## src/design/rau_pkg.sv

```systemverilog
// Shared types and constants of the rational arithmetic unit.
package rau_pkg;

  localparam int OPERAND_WIDTH = 16;
  localparam int OPR_W         = OPERAND_WIDTH + 1;
  localparam int PROD_W        = 2 * OPR_W;
  localparam int MAG_W         = 2 * OPERAND_WIDTH;
  localparam int CNT_W         = $clog2(MAG_W);
  localparam int RES_NUM_W     = 32;
  localparam int RES_DEN_W     = 31;

  localparam logic [2:0] CMD_ADD = 3'd0;
  localparam logic [2:0] CMD_SUB = 3'd1;
  localparam logic [2:0] CMD_MUL = 3'd2;
  localparam logic [2:0] CMD_DIV = 3'd3;
  localparam logic [2:0] CMD_LT  = 3'd4;
  localparam logic [2:0] CMD_EQ  = 3'd5;

  typedef struct packed {
    logic [2:0]                       command;
    logic signed [OPERAND_WIDTH-1:0]  a_num;
    logic signed [OPERAND_WIDTH-1:0]  a_den;
    logic signed [OPERAND_WIDTH-1:0]  b_num;
    logic signed [OPERAND_WIDTH-1:0]  b_den;
  } in_item_t;

  typedef struct packed {
    logic signed [RES_NUM_W-1:0] res_num;
    logic [RES_DEN_W-1:0]        res_den;
    logic                        flag;
    logic                        status;
  } out_item_t;

  typedef enum logic [3:0] {
    DP_NOP,
    DP_LOAD,
    DP_RED_A,
    DP_RED_B,
    DP_RED_R,
    DP_SAVE_A,
    DP_SAVE_B,
    DP_MUL0,
    DP_MUL1,
    DP_MUL2,
    DP_WR_RED,
    DP_WR_FLAG,
    DP_WR_ERR
  } dp_op_t;

  typedef struct packed {
    dp_op_t op;
  } dp_ctrl_t;

  typedef struct packed {
    logic       den_zero;
    logic       bnum_zero;
    logic       red_done;
    logic       out_free;
    logic [2:0] cmd;
  } dp_stat_t;

  typedef enum logic [3:0] {
    ST_IDLE,
    ST_CHECK,
    ST_RED_A,
    ST_WAIT_A,
    ST_RED_B,
    ST_WAIT_B,
    ST_MUL0,
    ST_MUL1,
    ST_MUL2,
    ST_DECIDE,
    ST_RED_R,
    ST_WAIT_R,
    ST_OUT_RED,
    ST_OUT_FLAG,
    ST_OUT_ERR
  } ctrl_state_t;

  typedef enum logic [1:0] {
    RP_IDLE,
    RP_GCD,
    RP_DIV
  } red_phase_t;

endpackage

```

## src/design/rau_reduce.sv

```systemverilog
// Fraction reduction unit: binary gcd followed by two restoring dividers.
module rau_reduce (
  input  logic                      clk,
  input  logic                      rst_n,
  input  logic                      start,
  input  logic                      neg_i,
  input  logic [rau_pkg::MAG_W-1:0] num_i,
  input  logic [rau_pkg::MAG_W-1:0] den_i,
  output logic                      done,
  output logic                      neg_o,
  output logic [rau_pkg::MAG_W-1:0] quo_num,
  output logic [rau_pkg::MAG_W-1:0] quo_den
);
  import rau_pkg::*;

  red_phase_t       phase_r, phase_nxt;
  logic             done_r, done_nxt;
  logic             neg_r, neg_nxt;
  logic [MAG_W-1:0] u_r, u_nxt, v_r, v_nxt;
  logic [MAG_W-1:0] ns_r, ns_nxt, ds_r, ds_nxt;
  logic [MAG_W-1:0] qn_r, qn_nxt, qd_r, qd_nxt;
  logic [MAG_W-1:0] rn_r, rn_nxt, rd_r, rd_nxt;
  logic [CNT_W-1:0] cnt_r, cnt_nxt;

  logic [MAG_W:0]   shn, shd, difn, difd;
  logic             ge_n, ge_d;

  // One restoring step on the numerator and the denominator together.
  always_comb begin
    shn  = {rn_r, qn_r[MAG_W-1]};
    shd  = {rd_r, qd_r[MAG_W-1]};
    difn = shn - {1'b0, v_r};
    difd = shd - {1'b0, v_r};
    ge_n = (shn >= {1'b0, v_r});
    ge_d = (shd >= {1'b0, v_r});
  end

  always_comb begin
    phase_nxt = phase_r;
    done_nxt  = 1'b0;
    neg_nxt   = neg_r;
    u_nxt     = u_r;
    v_nxt     = v_r;
    ns_nxt    = ns_r;
    ds_nxt    = ds_r;
    qn_nxt    = qn_r;
    qd_nxt    = qd_r;
    rn_nxt    = rn_r;
    rd_nxt    = rd_r;
    cnt_nxt   = cnt_r;
    if (start) begin
      phase_nxt = RP_GCD;
      neg_nxt   = neg_i;
      u_nxt     = num_i;
      v_nxt     = den_i;
      ns_nxt    = num_i;
      ds_nxt    = den_i;
    end else begin
      unique case (phase_r)
        RP_IDLE: begin
        end
        RP_GCD: begin
          if (u_r == '0) begin
            // The gcd is v shifted by the common factors of two, which have
            // already been taken out of both dividends.
            phase_nxt = RP_DIV;
            cnt_nxt   = '0;
            qn_nxt    = ns_r;
            qd_nxt    = ds_r;
            rn_nxt    = '0;
            rd_nxt    = '0;
          end else if (!u_r[0] && !v_r[0]) begin
            u_nxt  = u_r >> 1;
            v_nxt  = v_r >> 1;
            ns_nxt = ns_r >> 1;
            ds_nxt = ds_r >> 1;
          end else if (!u_r[0]) begin
            u_nxt = u_r >> 1;
          end else if (!v_r[0]) begin
            v_nxt = v_r >> 1;
          end else if (u_r >= v_r) begin
            u_nxt = u_r - v_r;
          end else begin
            v_nxt = v_r - u_r;
          end
        end
        RP_DIV: begin
          rn_nxt  = ge_n ? difn[MAG_W-1:0] : shn[MAG_W-1:0];
          rd_nxt  = ge_d ? difd[MAG_W-1:0] : shd[MAG_W-1:0];
          qn_nxt  = {qn_r[MAG_W-2:0], ge_n};
          qd_nxt  = {qd_r[MAG_W-2:0], ge_d};
          cnt_nxt = cnt_r + 1'b1;
          if (cnt_r == CNT_W'(MAG_W - 1)) begin
            phase_nxt = RP_IDLE;
            done_nxt  = 1'b1;
          end
        end
        default: phase_nxt = RP_IDLE;
      endcase
    end
  end

  always_ff @(posedge clk) begin
    if (!rst_n) begin
      phase_r <= RP_IDLE;
      done_r  <= 1'b0;
    end else begin
      phase_r <= phase_nxt;
      done_r  <= done_nxt;
    end
  end

  always_ff @(posedge clk) begin
    neg_r <= neg_nxt;
    u_r   <= u_nxt;
    v_r   <= v_nxt;
    ns_r  <= ns_nxt;
    ds_r  <= ds_nxt;
    qn_r  <= qn_nxt;
    qd_r  <= qd_nxt;
    rn_r  <= rn_nxt;
    rd_r  <= rd_nxt;
    cnt_r <= cnt_nxt;
  end

  assign done    = done_r;
  assign neg_o   = neg_r;
  assign quo_num = qn_r;
  assign quo_den = qd_r;

endmodule

```

## src/design/rau_datapath.sv

```systemverilog
// Datapath: operand registers, shared multiplier, reduction unit and result register.
module rau_datapath (
  input  logic               clk,
  input  logic               rst_n,
  input  rau_pkg::in_item_t  in_item,
  input  rau_pkg::dp_ctrl_t  ctrl,
  output rau_pkg::dp_stat_t  stat,
  input  logic               out_stall,
  output logic               out_valid,
  output rau_pkg::out_item_t out_item
);
  import rau_pkg::*;

  in_item_t                 in_r;
  logic signed [OPR_W-1:0]  an_r, ad_r, bn_r, bd_r;
  logic signed [PROD_W-1:0] p0_r, p1_r, p2_r;
  out_item_t                out_r;
  logic                     out_valid_r;

  logic signed [PROD_W-1:0] red_n, red_d, abs_n, abs_d, sum;
  logic signed [OPR_W-1:0]  mul_x, mul_y;
  logic signed [PROD_W-1:0] prod;
  logic                     red_start, red_done, red_neg;
  logic [MAG_W-1:0]         quo_num, quo_den;
  logic signed [MAG_W:0]    quo_mag, quo_val;
  logic                     flag;
  logic                     out_free;

  always_comb begin
    unique case (in_r.command)
      CMD_ADD: sum = p0_r + p1_r;
      CMD_SUB: sum = p0_r - p1_r;
      default: sum = p0_r;
    endcase
  end

  always_comb begin
    unique case (ctrl.op)
      DP_RED_A: begin
        red_n = PROD_W'(in_r.a_num);
        red_d = PROD_W'(in_r.a_den);
      end
      DP_RED_B: begin
        red_n = PROD_W'(in_r.b_num);
        red_d = PROD_W'(in_r.b_den);
      end
      default: begin
        red_n = sum;
        red_d = p2_r;
      end
    endcase
    abs_n     = red_n[PROD_W-1] ? -red_n : red_n;
    abs_d     = red_d[PROD_W-1] ? -red_d : red_d;
    red_start = (ctrl.op == DP_RED_A) || (ctrl.op == DP_RED_B) || (ctrl.op == DP_RED_R);
  end

  rau_reduce u_reduce (
    .clk     (clk),
    .rst_n   (rst_n),
    .start   (red_start),
    .neg_i   (red_n[PROD_W-1] ^ red_d[PROD_W-1]),
    .num_i   (abs_n[MAG_W-1:0]),
    .den_i   (abs_d[MAG_W-1:0]),
    .done    (red_done),
    .neg_o   (red_neg),
    .quo_num (quo_num),
    .quo_den (quo_den)
  );

  assign quo_mag = $signed({1'b0, quo_num});
  assign quo_val = red_neg ? -quo_mag : quo_mag;

  // The cross products needed by each command, one per cycle.
  always_comb begin
    unique case (ctrl.op)
      DP_MUL0: begin
        mul_x = an_r;
        mul_y = (in_r.command == CMD_MUL) ? bn_r : bd_r;
      end
      DP_MUL1: begin
        mul_x = bn_r;
        mul_y = ad_r;
      end
      default: begin
        mul_x = ad_r;
        mul_y = (in_r.command == CMD_DIV) ? bn_r : bd_r;
      end
    endcase
    prod = mul_x * mul_y;
  end

  always_comb begin
    unique case (in_r.command)
      CMD_LT:  flag = (p0_r < p1_r);
      CMD_EQ:  flag = (an_r == bn_r) && (ad_r == bd_r);
      default: flag = 1'b0;
    endcase
  end

  assign out_free = !out_valid_r || !out_stall;

  always_ff @(posedge clk) begin
    unique case (ctrl.op)
      DP_LOAD:   in_r <= in_item;
      DP_SAVE_A: begin
        an_r <= OPR_W'(quo_val);
        ad_r <= OPR_W'($signed({1'b0, quo_den}));
      end
      DP_SAVE_B: begin
        bn_r <= OPR_W'(quo_val);
        bd_r <= OPR_W'($signed({1'b0, quo_den}));
      end
      DP_MUL0:   p0_r <= prod;
      DP_MUL1:   p1_r <= prod;
      DP_MUL2:   p2_r <= prod;
      DP_WR_RED: begin
        out_r.res_num <= RES_NUM_W'(quo_val);
        out_r.res_den <= RES_DEN_W'(quo_den);
        out_r.flag    <= 1'b0;
        out_r.status  <= 1'b0;
      end
      DP_WR_FLAG: begin
        out_r.res_num <= '0;
        out_r.res_den <= RES_DEN_W'(1);
        out_r.flag    <= flag;
        out_r.status  <= 1'b0;
      end
      DP_WR_ERR: begin
        out_r.res_num <= '0;
        out_r.res_den <= RES_DEN_W'(1);
        out_r.flag    <= 1'b0;
        out_r.status  <= 1'b1;
      end
      default: begin
      end
    endcase
  end

  always_ff @(posedge clk) begin
    if (!rst_n) begin
      out_valid_r <= 1'b0;
    end else if ((ctrl.op == DP_WR_RED) || (ctrl.op == DP_WR_FLAG) ||
                 (ctrl.op == DP_WR_ERR)) begin
      out_valid_r <= 1'b1;
    end else if (!out_stall) begin
      out_valid_r <= 1'b0;
    end
  end

  assign stat.den_zero  = (in_r.a_den == '0) || (in_r.b_den == '0);
  assign stat.bnum_zero = (bn_r == '0);
  assign stat.red_done  = red_done;
  assign stat.out_free  = out_free;
  assign stat.cmd       = in_r.command;

  assign out_valid = out_valid_r;
  assign out_item  = out_r;

endmodule

```

## src/design/rau_ctrl.sv

```systemverilog
// Controller: sequences operand reduction, products and result reduction.
module rau_ctrl (
  input  logic              clk,
  input  logic              rst_n,
  input  logic              in_valid,
  output logic              in_stall,
  input  rau_pkg::dp_stat_t stat,
  output rau_pkg::dp_ctrl_t ctrl
);
  import rau_pkg::*;

  ctrl_state_t state_r, state_nxt;

  always_ff @(posedge clk) begin
    if (!rst_n) begin
      state_r <= ST_IDLE;
    end else begin
      state_r <= state_nxt;
    end
  end

  always_comb begin
    state_nxt = state_r;
    ctrl.op   = DP_NOP;
    unique case (state_r)
      ST_IDLE: begin
        if (in_valid) begin
          ctrl.op   = DP_LOAD;
          state_nxt = ST_CHECK;
        end
      end
      ST_CHECK:  state_nxt = stat.den_zero ? ST_OUT_ERR : ST_RED_A;
      ST_RED_A: begin
        ctrl.op   = DP_RED_A;
        state_nxt = ST_WAIT_A;
      end
      ST_WAIT_A: begin
        if (stat.red_done) begin
          ctrl.op   = DP_SAVE_A;
          state_nxt = ST_RED_B;
        end
      end
      ST_RED_B: begin
        ctrl.op   = DP_RED_B;
        state_nxt = ST_WAIT_B;
      end
      ST_WAIT_B: begin
        if (stat.red_done) begin
          ctrl.op   = DP_SAVE_B;
          state_nxt = ST_MUL0;
        end
      end
      ST_MUL0: begin
        ctrl.op   = DP_MUL0;
        state_nxt = ST_MUL1;
      end
      ST_MUL1: begin
        ctrl.op   = DP_MUL1;
        state_nxt = ST_MUL2;
      end
      ST_MUL2: begin
        ctrl.op   = DP_MUL2;
        state_nxt = ST_DECIDE;
      end
      ST_DECIDE: begin
        unique case (stat.cmd) inside
          CMD_ADD, CMD_SUB, CMD_MUL: state_nxt = ST_RED_R;
          CMD_DIV:                   state_nxt = stat.bnum_zero ? ST_OUT_ERR : ST_RED_R;
          default:                   state_nxt = ST_OUT_FLAG;
        endcase
      end
      ST_RED_R: begin
        ctrl.op   = DP_RED_R;
        state_nxt = ST_WAIT_R;
      end
      ST_WAIT_R: begin
        if (stat.red_done) begin
          state_nxt = ST_OUT_RED;
        end
      end
      ST_OUT_RED: begin
        if (stat.out_free) begin
          ctrl.op   = DP_WR_RED;
          state_nxt = ST_IDLE;
        end
      end
      ST_OUT_FLAG: begin
        if (stat.out_free) begin
          ctrl.op   = DP_WR_FLAG;
          state_nxt = ST_IDLE;
        end
      end
      ST_OUT_ERR: begin
        if (stat.out_free) begin
          ctrl.op   = DP_WR_ERR;
          state_nxt = ST_IDLE;
        end
      end
      default: state_nxt = ST_IDLE;
    endcase
  end

  assign in_stall = (state_r != ST_IDLE);

endmodule

```

## src/design/rational_arithmetic_unit.sv

```systemverilog
// Top level of the rational arithmetic unit: controller and datapath.
// Usage:
// An input transfer carries a command and two signed fractions. Each operand
// is brought to lowest terms with a positive denominator, the command is
// applied, and one result transfer follows with the reduced fraction, a
// compare flag and an error status (zero denominator or division by zero).
// Items are processed one at a time: in_stall is high from the cycle after
// an input transfer until the result has been written to the output register.
// A zero denominator gives the error result without any reduction. Otherwise
// each operand passes through the reduction unit, and for add, subtract,
// multiply and divide by a nonzero value the result passes once more; the
// next item is accepted as soon as the result has been written.
// The result sits in an output register, so the next item is accepted while
// the receiver stalls; a finished item waits only while that register is full and the receiver stalls.
// Reset returns the controller to idle and empties the output register.
module rational_arithmetic_unit (
  input  logic               clk,
  input  logic               rst_n,
  input  logic               in_valid,
  output logic               in_stall,
  input  rau_pkg::in_item_t  in_item,
  output logic               out_valid,
  input  logic               out_stall,
  output rau_pkg::out_item_t out_item
);
  import rau_pkg::*;

  dp_ctrl_t ctrl;
  dp_stat_t stat;

  rau_ctrl u_ctrl (
    .clk      (clk),
    .rst_n    (rst_n),
    .in_valid (in_valid),
    .in_stall (in_stall),
    .stat     (stat),
    .ctrl     (ctrl)
  );

  rau_datapath u_datapath (
    .clk       (clk),
    .rst_n     (rst_n),
    .in_item   (in_item),
    .ctrl      (ctrl),
    .stat      (stat),
    .out_stall (out_stall),
    .out_valid (out_valid),
    .out_item  (out_item)
  );

endmodule
```

## config.mk

```make
export PLATFORM = sky130hd
export DESIGN_NAME = rational_arithmetic_unit
export DESIGN_NICKNAME = d
export VERILOG_FILES = /design/src/design/rau_pkg.sv /design/src/design/rau_reduce.sv /design/src/design/rau_datapath.sv /design/src/design/rau_ctrl.sv /design/src/design/rational_arithmetic_unit.sv
export SDC_FILE = /design/constraint.sdc
export NUM_CORES = 2
export LEC_CHECK = 0
export BUFFER_PORTS_ARGS = -buffer_cell sky130_fd_sc_hd__buf_2
export CAP_MARGIN = 20
export CORE_ASPECT_RATIO = 0.7
export CORE_UTILIZATION = 45
export DETAILED_ROUTE_END_ITERATION = 16
export HOLD_SLACK_MARGIN = 0.06
export PLACE_DENSITY_LB_ADDON = 0.08
export RECOVER_POWER = 50
export SYNTH_ARGS = -nofsm -noshare
export SYNTH_HDL_FRONTEND = slang
export SYNTH_SLANG_ARGS = --single-unit
```

## constraint.sdc

```tcl
create_clock -name clk -period 13.5 [get_ports clk]
set_input_delay 0.675 -clock clk [delete_from_list [all_inputs] [get_ports clk]]
set_output_delay 0.675 -clock clk [all_outputs]
set_load 0.02 [all_outputs]
```

Yosys cells after proc, flatten, opt, wreduce, memory -nomap -nowiden
Index checks and enable logic that the tools add are counted.
{ "totals": {"register_bits": 572, "wordCells": 210} }
{ "classes": {"n_addsub": 10, "multipliers": 1, "order_cmp": 4, "n_eq_ne": 51, "n_mux": 68, "bitwise": 5, "n_reduce_logical": 38} }
{ "ops": {"columns": ["cell", "count"], "rows": [
  ["32-bit two-way mux", 30],
  ["32-bit one-hot mux with 2 select lines", 4],
  ["34-bit one-hot mux with 2 select lines", 3],
  ["65-bit one-hot mux with 3 select lines", 1],
  ["32-bit subtractor", 4],
  ["32-bit negation", 3],
  ["17-bit one-hot mux with 2 select lines", 2],
  ["33-bit by 32-bit >= comparator with 1-bit output", 2],
  ["4-bit one-hot mux with 13 select lines", 1],
  ["4-bit equality test (second input constant)", 12],
  ["4-bit one-hot mux with 12 select lines", 1],
  ["4-bit two-way mux", 9],
  ["34-bit adder", 1],
  ["17-bit equality test", 2],
  ["34-bit < comparator", 1],
  ["17-bit by 17-bit multiplier with 34-bit output", 1],
  ["17-bit two-way mux", 2],
  ["34-bit subtractor", 1],
  ["4-bit by 3-bit equality test with 1-bit output (second input constant)", 8],
  ["32-bit >= comparator", 1],
  ["16-bit logical NOT", 2],
  ["32-bit logical NOT", 1],
  ["17-bit logical NOT", 1],
  ["4-bit by 2-bit equality test with 1-bit output (second input constant)", 4],
  ["38 further kinds", 80]
]} }

Depth between registers and ports, before layout
{ "logic_depth": {"depth_word": 9, "ltp_mapped": 41} }

Modules after synthesis
From an unflattened synthesis, not the netlist that was laid out.
{ "unflattened": {"cells_unflattened": 4936, "hier_area_um2": 48293.8} }
{ "modules_own_cells": {"columns": ["mod", "instances", "cells_each", "area_per_inst_um2", "seq_area_each_um2"], "rows": [
  ["rau_datapath", 1, 3014, 29225.5, 9058.7],
  ["rau_reduce", 1, 1853, 18600.3, 7927.6],
  ["rau_ctrl", 1, 69, 467.9, 80.1]
]} }

Least setup slack after synthesis
Ideal clock, no wire load.
{ "synth_path": {"path_kind": "input-to-reg", "from": "input out_stall", "to": "register u_datapath.p0_r[32], data pin", "setup_ns": 0.262, "arrival_ns": 9.654, "setup_slack_ns": 3.584, "stages": 37, "n_path_buf": 6, "cell_sequence": "and2_0 > clkbuf_1 > or3_1 > buf_2 > nand3_2 > buf_2 > buf_2 > nand3_1 > inv_1 > clkbuf_1 > and2_1 > a221o_1 > clkbuf_1 > nand2_1 > fa_1 > fa_1 > fa_1 > fa_1 > inv_1 > fa_1 > inv_1 > fa_1 > inv_1 > ha_1 > nand2_1 > a2111oi_0 > o21ai_0 > a31o_2 > nand3_1 > o211a_1 > a41oi_1 > a211oi_1 > a41o_1 > o21ai_0 > nand2b_1 > a21oi_1 > xnor2_1"} }
{ "synth_via": {"elab_chain_cells": 7, "word_cells_on_any_way": 11} }
{ "synth_rtl": {"columns": ["item", "line", "rtl"], "rows": [
  ["start: declaration", "rational_arithmetic_unit.sv:23", "input logic out_stall,"],
  ["1-bit logical NOT (*)", "rau_datapath.sv:100", "assign out_free = !out_valid_r || !out_stall;"],
  ["1-bit logical OR (*)", "rau_datapath.sv:100", null],
  ["4-bit two-way mux (on tied branches)", "rau_ctrl.sv:88, rau_ctrl.sv:82, rau_ctrl.sv:94", null],
  ["4-bit one-hot mux with 12 select lines (*)", "rau_ctrl.sv:25", "unique case (state_r)"],
  ["4-bit equality test or 4-bit by 3-bit equality test with 1-bit output (tied branches)", "rau_datapath.sv:75", "unique case (ctrl.op)"],
  ["17-bit one-hot mux with 2 select lines", "rau_datapath.sv:75", null],
  ["17-bit by 17-bit multiplier with 34-bit output (*)", "rau_datapath.sv:89", "prod = mul_x * mul_y;"],
  ["named net u_datapath.prod[32]", "rau_datapath.sv:22", "logic signed [PROD_W-1:0] prod;"],
  ["end signal: assignment", "rau_datapath.sv:113", "DP_MUL0: p0_r <= prod;"],
  ["end: declaration", "rau_datapath.sv:16", "logic signed [PROD_W-1:0] p0_r, p1_r, p2_r;"]
]} }
The timed path passes the listed nets; every way through them passes the cells marked *.
A chain may end at the register's enable or synchronous reset.

Worst setup path after layout
{ "layout_path": {"from": "register u_ctrl.state_r[2]", "to": "register u_datapath.p1_r[33], data pin"} }
{ "layout_via": {"elab_chain_cells": 5, "word_cells_on_any_way": 18} }
{ "layout_rtl": {"columns": ["item", "line", "rtl"], "rows": [
  ["start: declaration", "rau_ctrl.sv:12", "ctrl_state_t state_r, state_nxt;"],
  ["start signal: assignment", "rau_ctrl.sv:18", "state_r <= state_nxt;"],
  ["4-bit equality test, or another cell as far along", "rau_ctrl.sv:25", null],
  ["4-bit one-hot mux with 12 select lines (*)", "rau_ctrl.sv:25", null],
  ["4-bit equality test or 4-bit by 3-bit equality test with 1-bit output (tied branches)", "rau_datapath.sv:75", null],
  ["17-bit one-hot mux with 2 select lines", "rau_datapath.sv:75", null],
  ["17-bit by 17-bit multiplier with 34-bit output (*)", "rau_datapath.sv:89", null],
  ["named net u_datapath.prod[33]", "rau_datapath.sv:22", null],
  ["end signal: assignment", "rau_datapath.sv:114", "DP_MUL1: p1_r <= prod;"],
  ["end: declaration", "rau_datapath.sv:16", null]
]} }
Marked as above.

==> report_table.html <==
<table>
<tr><th>Metric</th><th>Value</th></tr>
<tr><th colspan="2">Logic synthesis</th></tr>
<tr><td>Cell types occupying the most area after synthesis</td><td>sky130_fd_sc_hd__edfxtp_1, sky130_fd_sc_hd__fa_1, sky130_fd_sc_hd__ha_1</td></tr>
<tr><td>Number of distinct library cells after synthesis</td><td>103</td></tr>
<tr><td>Top cell type by total area after synthesis</td><td>sky130_fd_sc_hd__edfxtp_1</td></tr>
<tr><td>Predominant post-synthesis flop cell</td><td>sky130_fd_sc_hd__edfxtp_1</td></tr>
<tr><td>Sequential-to-total area share from yosys stat</td><td>0.359</td></tr>
<tr><td>Register bit total from synthesis</td><td>571</td></tr>
<tr><td>EDFF count, synth</td><td>563</td></tr>
<tr><td>Mapped Nets</td><td>5465</td></tr>
<tr><td>Netlist area before placement</td><td>47500 um^2</td></tr>
<tr><td>Proportion of synthesized flip-flops having asynchronous set or reset</td><td>0</td></tr>
<tr><td>Cell count after synthesis</td><td>4802</td></tr>
<tr><td>Area share of the largest cell type after synthesis</td><td>0.356</td></tr>
<tr><td>Number of synthesis warnings</td><td>0</td></tr>
<tr><td>Synthesized area per cell</td><td>9.90 um^2</td></tr>
<tr><th colspan="2">Setup path</th></tr>
<tr><td>Crit path buf inv count</td><td>7</td></tr>
<tr><td>Number of cells on the worst reg-to-reg path</td><td>30</td></tr>
<tr><td>Startpoint class of the critical path</td><td>register</td></tr>
<tr><td>Largest delay share family, worst path</td><td>adder cells</td></tr>
<tr><td>Kind of end point of the critical path</td><td>register</td></tr>
<tr><td>Category of the critical setup timing path</td><td>register to register</td></tr>
<tr><td>Largest stage delay on the critical path</td><td>1.72 ns</td></tr>
<tr><td>Highest fanout seen on the critical path</td><td>50</td></tr>
<tr><td>Worst Path Arrival</td><td>11.53 ns</td></tr>
<tr><td>Critical path data required time</td><td>13.86 ns</td></tr>
<tr><td>Crit path max-delay cell type</td><td>sky130_fd_sc_hd__clkbuf_1</td></tr>
<tr><td>Slack of the worst reg-to-reg path</td><td>2.33 ns</td></tr>
<tr><td>Endpoint of the lowest-slack register-to-register path</td><td>u_datapath.p1_r[33]$_DFFE_PN_</td></tr>
<tr><td>Launch instance of the worst register-to-register path</td><td>u_ctrl.state_r[2]$_SDFFE_PN0P_</td></tr>
<tr><td>Crit-path most repeated cell</td><td>sky130_fd_sc_hd__fa_1</td></tr>
<tr><th colspan="2">STA</th></tr>
<tr><td>Max Fclk</td><td>89.5 MHz</td></tr>
<tr><td>Final Critical Period</td><td>11.17 ns</td></tr>
<tr><td>Setup TNS Final</td><td>0 ns</td></tr>
<tr><td>Clock tree skew after final layout</td><td>0.0484 ns</td></tr>
<tr><td>Final critical-path setup slack</td><td>2.33 ns</td></tr>
<tr><td>Hold violation count in the final report</td><td>0</td></tr>
<tr><td>WHS</td><td>0.177 ns</td></tr>
<tr><td>Actual transition at the worst max-transition pin</td><td>3.89 ns</td></tr>
<tr><td>Headroom to the max-slew limit</td><td>-1.60</td></tr>
<tr><td>Fin crit share</td><td>0.828</td></tr>
<tr><td>Final-report setup violation count</td><td>0</td></tr>
<tr><td>Setup repair after global routing missed its margin</td><td>false</td></tr>
<tr><td>Fin. max-slew vios</td><td>543</td></tr>
<tr><th colspan="2">CTS</th></tr>
<tr><td>Number of CTS-inserted buffers</td><td>60</td></tr>
<tr><td>Clock-pin slew on the worst setup and hold paths</td><td>0.06 ns</td></tr>
<tr><td>Number of buffers inserted to repair setup after CTS</td><td>0</td></tr>
<tr><td>Root buffer cell</td><td>sky130_fd_sc_hd__clkbuf_16</td></tr>
<tr><td>Clk sink count</td><td>571</td></tr>
<tr><td>Longest Clk Path Bufs</td><td>3</td></tr>
<tr><td>Post_cts resized</td><td>0</td></tr>
<tr><td>Clock tree from TritonCTS</td><td>yes</td></tr>
<tr><td>Clock network latency to the later pin of the worst-skew pair</td><td>0.69 ns</td></tr>
<tr><td>CTS HTree Levels</td><td>2</td></tr>
<tr><td>Hold Buf Count CTS</td><td>0</td></tr>
<tr><th colspan="2">Die</th></tr>
<tr><td>Placeable core area</td><td>104000 um^2</td></tr>
<tr><td>Area of the die</td><td>107000 um^2</td></tr>
<tr><td>Site Rows</td><td>99</td></tr>
<tr><td>Floorplan die width</td><td>390 um</td></tr>
<tr><td>Die Span Y</td><td>274 um</td></tr>
<tr><td>Ports</td><td>138</td></tr>
<tr><td>Initial core utilization</td><td>0.455</td></tr>
<tr><th colspan="2">GRT</th></tr>
<tr><td>Overall global routing resource usage</td><td>0.311</td></tr>
<tr><td>Maximum number of pins on one net before global-route repair</td><td>70</td></tr>
<tr><td>Wire length of the first global-routing pass</td><td>245000 um</td></tr>
<tr><td>Number of antenna violations at the first check in global routing</td><td>17</td></tr>
<tr><td>GRT Residual Overflow</td><td>0</td></tr>
<tr><td>Via count of the first global-routing pass</td><td>35200</td></tr>
<tr><th colspan="2">Finish</th></tr>
<tr><td>Number of nets in the final layout</td><td>5530</td></tr>
<tr><td>Most common cell after layout, fill and taps aside</td><td>sky130_fd_sc_hd__edfxtp_1</td></tr>
<tr><td>Layout cell share with drive strength beyond 1</td><td>0.0825</td></tr>
<tr><td>Commonest non-fill, non-tap cells in the layout</td><td>sky130_fd_sc_hd__edfxtp_1, sky130_fd_sc_hd__inv_1, sky130_fd_sc_hd__nor2_1, sky130_fd_sc_hd__nand2_1, sky130_fd_sc_hd__a21oi_1</td></tr>
<tr><td>Core Util, Final</td><td>0.496</td></tr>
<tr><td>Design area</td><td>51800 um^2</td></tr>
<tr><td>Area growth from synthesis to final layout</td><td>9.04%</td></tr>
<tr><td>Filler-free cell count of the finished design</td><td>6334</td></tr>
<tr><th colspan="2">Routing</th></tr>
<tr><td>Via Count</td><td>37900</td></tr>
<tr><td>Antenna-violating nets left</td><td>0</td></tr>
<tr><td>Wire length after detailed routing</td><td>168000 um</td></tr>
<tr><td>DR vias/cell</td><td>5.99</td></tr>
<tr><td>Total DRC errors in the routed layout</td><td>0</td></tr>
<tr><td>Number of DRC markers after the initial detailed-route iteration</td><td>4634</td></tr>
<tr><td>Routed WL per cell</td><td>26.4 um</td></tr>
<tr><td>Detailed-router iteration count before antenna repair</td><td>6</td></tr>
<tr><th colspan="2">Place</th></tr>
<tr><td>Final RePlAce weighted congestion</td><td>1.00</td></tr>
<tr><td>Port Buffer Count</td><td>137</td></tr>
<tr><td>Total placed cells including tap cells</td><td>6215</td></tr>
<tr><td>DP HPWL</td><td>132000 um</td></tr>
<tr><td>Post-DP Area</td><td>49800 um^2</td></tr>
<tr><td>Worst slack at placement</td><td>2.67 ns</td></tr>
<tr><th colspan="2">Power</th></tr>
<tr><td>Switch Pwr</td><td>5.88 mW</td></tr>
<tr><td>Power density normalized to cell area</td><td>239 nW/um^2</td></tr>
<tr><td>Clock share of power</td><td>0.148</td></tr>
<tr><td>Maximum resistive drop on vdd</td><td>0.269 mV</td></tr>
<tr><td>Power share of the sequential group</td><td>0.257</td></tr>
<tr><td>Leak Pwr</td><td>21.0 nW</td></tr>
<tr><td>Switching share of power</td><td>0.474</td></tr>
<tr><td>Combinational share of power</td><td>0.596</td></tr>
<tr><td>Internal Pwr Total</td><td>6.52 mW</td></tr>
<tr><td>Sum of internal, switching and leakage power</td><td>12.4 mW</td></tr>
<tr><th colspan="2">Run</th></tr>
<tr><td>Maxcap violations</td><td>12</td></tr>
<tr><th colspan="2">Outcome</th></tr>
<tr><td>Violations in the final reports</td><td>max-capacitance violations, max-slew violations</td></tr>
<tr><td>Status</td><td>complete, but fails checks</td></tr>
<tr><th colspan="2">Hold path</th></tr>
<tr><td>Path type of the worst min-delay path</td><td>primary input to register</td></tr>
<tr><td>Cell count of the worst hold path</td><td>1</td></tr>
<tr><td>Worst Hold Endpoint</td><td>u_datapath.in_r[57]$_DFFE_PN_</td></tr>
<tr><td>Hold Startpoint</td><td>in_item[57]</td></tr>
</table>
[metal layers]
metal / GRT usage / up-vias / part of all wire
li1: - / 17100 / -
met1: 0.521 / 18700 / 0.51
met2: 0.369 / 1886 / 0.35
met3: 0.109 / 154 / 0.13
met4: 0.0495 / 2 / 0.015
met5: 0 / - / 0.00084
[flip-flops by register name (all words and copies together) (netlist names), 33 cells and up]
signal and count:
u_datapath.in_r 64, u_datapath.p1_r 34, u_datapath.p2_r 33, u_datapath.out_item 65, u_datapath.p0_r 34
[worst max path at each step]
stage,from,slack [ns],cells after the start,endpoint
5_1_grt,u_ctrl.state_r[2]$_SDFFE_PN0P_,1.58,30,u_datapath.p0_r[32]$_DFFE_PN_
3_5_place_dp,u_ctrl.state_r[1]$_SDFFE_PN0P_,2.67,34,u_datapath.p0_r[32]$_DFFE_PN_
6_report,u_ctrl.state_r[2]$_SDFFE_PN0P_,2.33,30,u_datapath.p1_r[33]$_DFFE_PN_
4_1_cts,u_ctrl.state_r[1]$_SDFFE_PN0P_,2.62,34,u_datapath.p0_r[32]$_DFFE_PN_
3_3_place_gp,u_ctrl.state_r[1]$_SDFFE_PN0P_,2.92,34,u_datapath.p0_r[32]$_DFFE_PN_
2_1_floorplan,out_stall,3.58,37,u_datapath.p0_r[32]$_DFFE_PN_
[layout make-up]
cell class | instances | area [um^2]
Tap cell | 1414 | 1770
Clock buffer | 68 | 1560
Sequential cell | 571 | 17100
Antenna cell | 1 | 2.50
Inverter | 494 | 1860
Fill cell | 9731 | 52600
Timing Repair Buffer | 216 | 1160
Multi-Input combinational cell | 3524 | 27800
Clock inverter | 46 | 584
[cells in the mapped netlist (80+ instances only)]
library cell,number
sky130_fd_sc_hd__a21o_1,97
sky130_fd_sc_hd__a21oi_1,325
sky130_fd_sc_hd__and2_1,94
sky130_fd_sc_hd__clkbuf_1,166
sky130_fd_sc_hd__edfxtp_1,563
sky130_fd_sc_hd__fa_1,302
sky130_fd_sc_hd__ha_1,290
sky130_fd_sc_hd__inv_1,486
sky130_fd_sc_hd__mux2i_1,80
sky130_fd_sc_hd__nand2_1,403
sky130_fd_sc_hd__nor2_1,451
sky130_fd_sc_hd__o21ai_0,168
sky130_fd_sc_hd__xnor2_1,184
sky130_fd_sc_hd__xor2_1,85
[power by group through the flow]
stage,registers (mW),clock network (mW),logic [mW]
6_report,3.18,1.83,7.39
3_5_place_dp,3.20,0,7.13
4_1_cts,3.17,1.86,7.25
2_1_floorplan,3.09,0,4.82
5_1_grt,3.21,1.92,8.05
3_3_place_gp,3.20,0,7.15
[cells by family (layout without fill, tap and decap cells)]
| kind of cell | after synthesis | after routing | share of synthesized area |
|---|---|---|---|
| multiplexers | 150 | 150 | 0.0334 |
| AO/OA/AOI/OAI | 1082 | 1082 | 0.155 |
| flip-flops | 571 | 571 | 0.359 |
| XOR/XNOR | 269 | 269 | 0.0496 |
| buffers and inverters | 707 | 824 | 0.0572 |
| AND/OR/NAND/NOR | 1431 | 1431 | 0.142 |
| other | 0 | 1 | 0 |
| adder cells (fa/ha/maj) | 592 | 592 | 0.204 |
(Power assumes the default switching activity.)
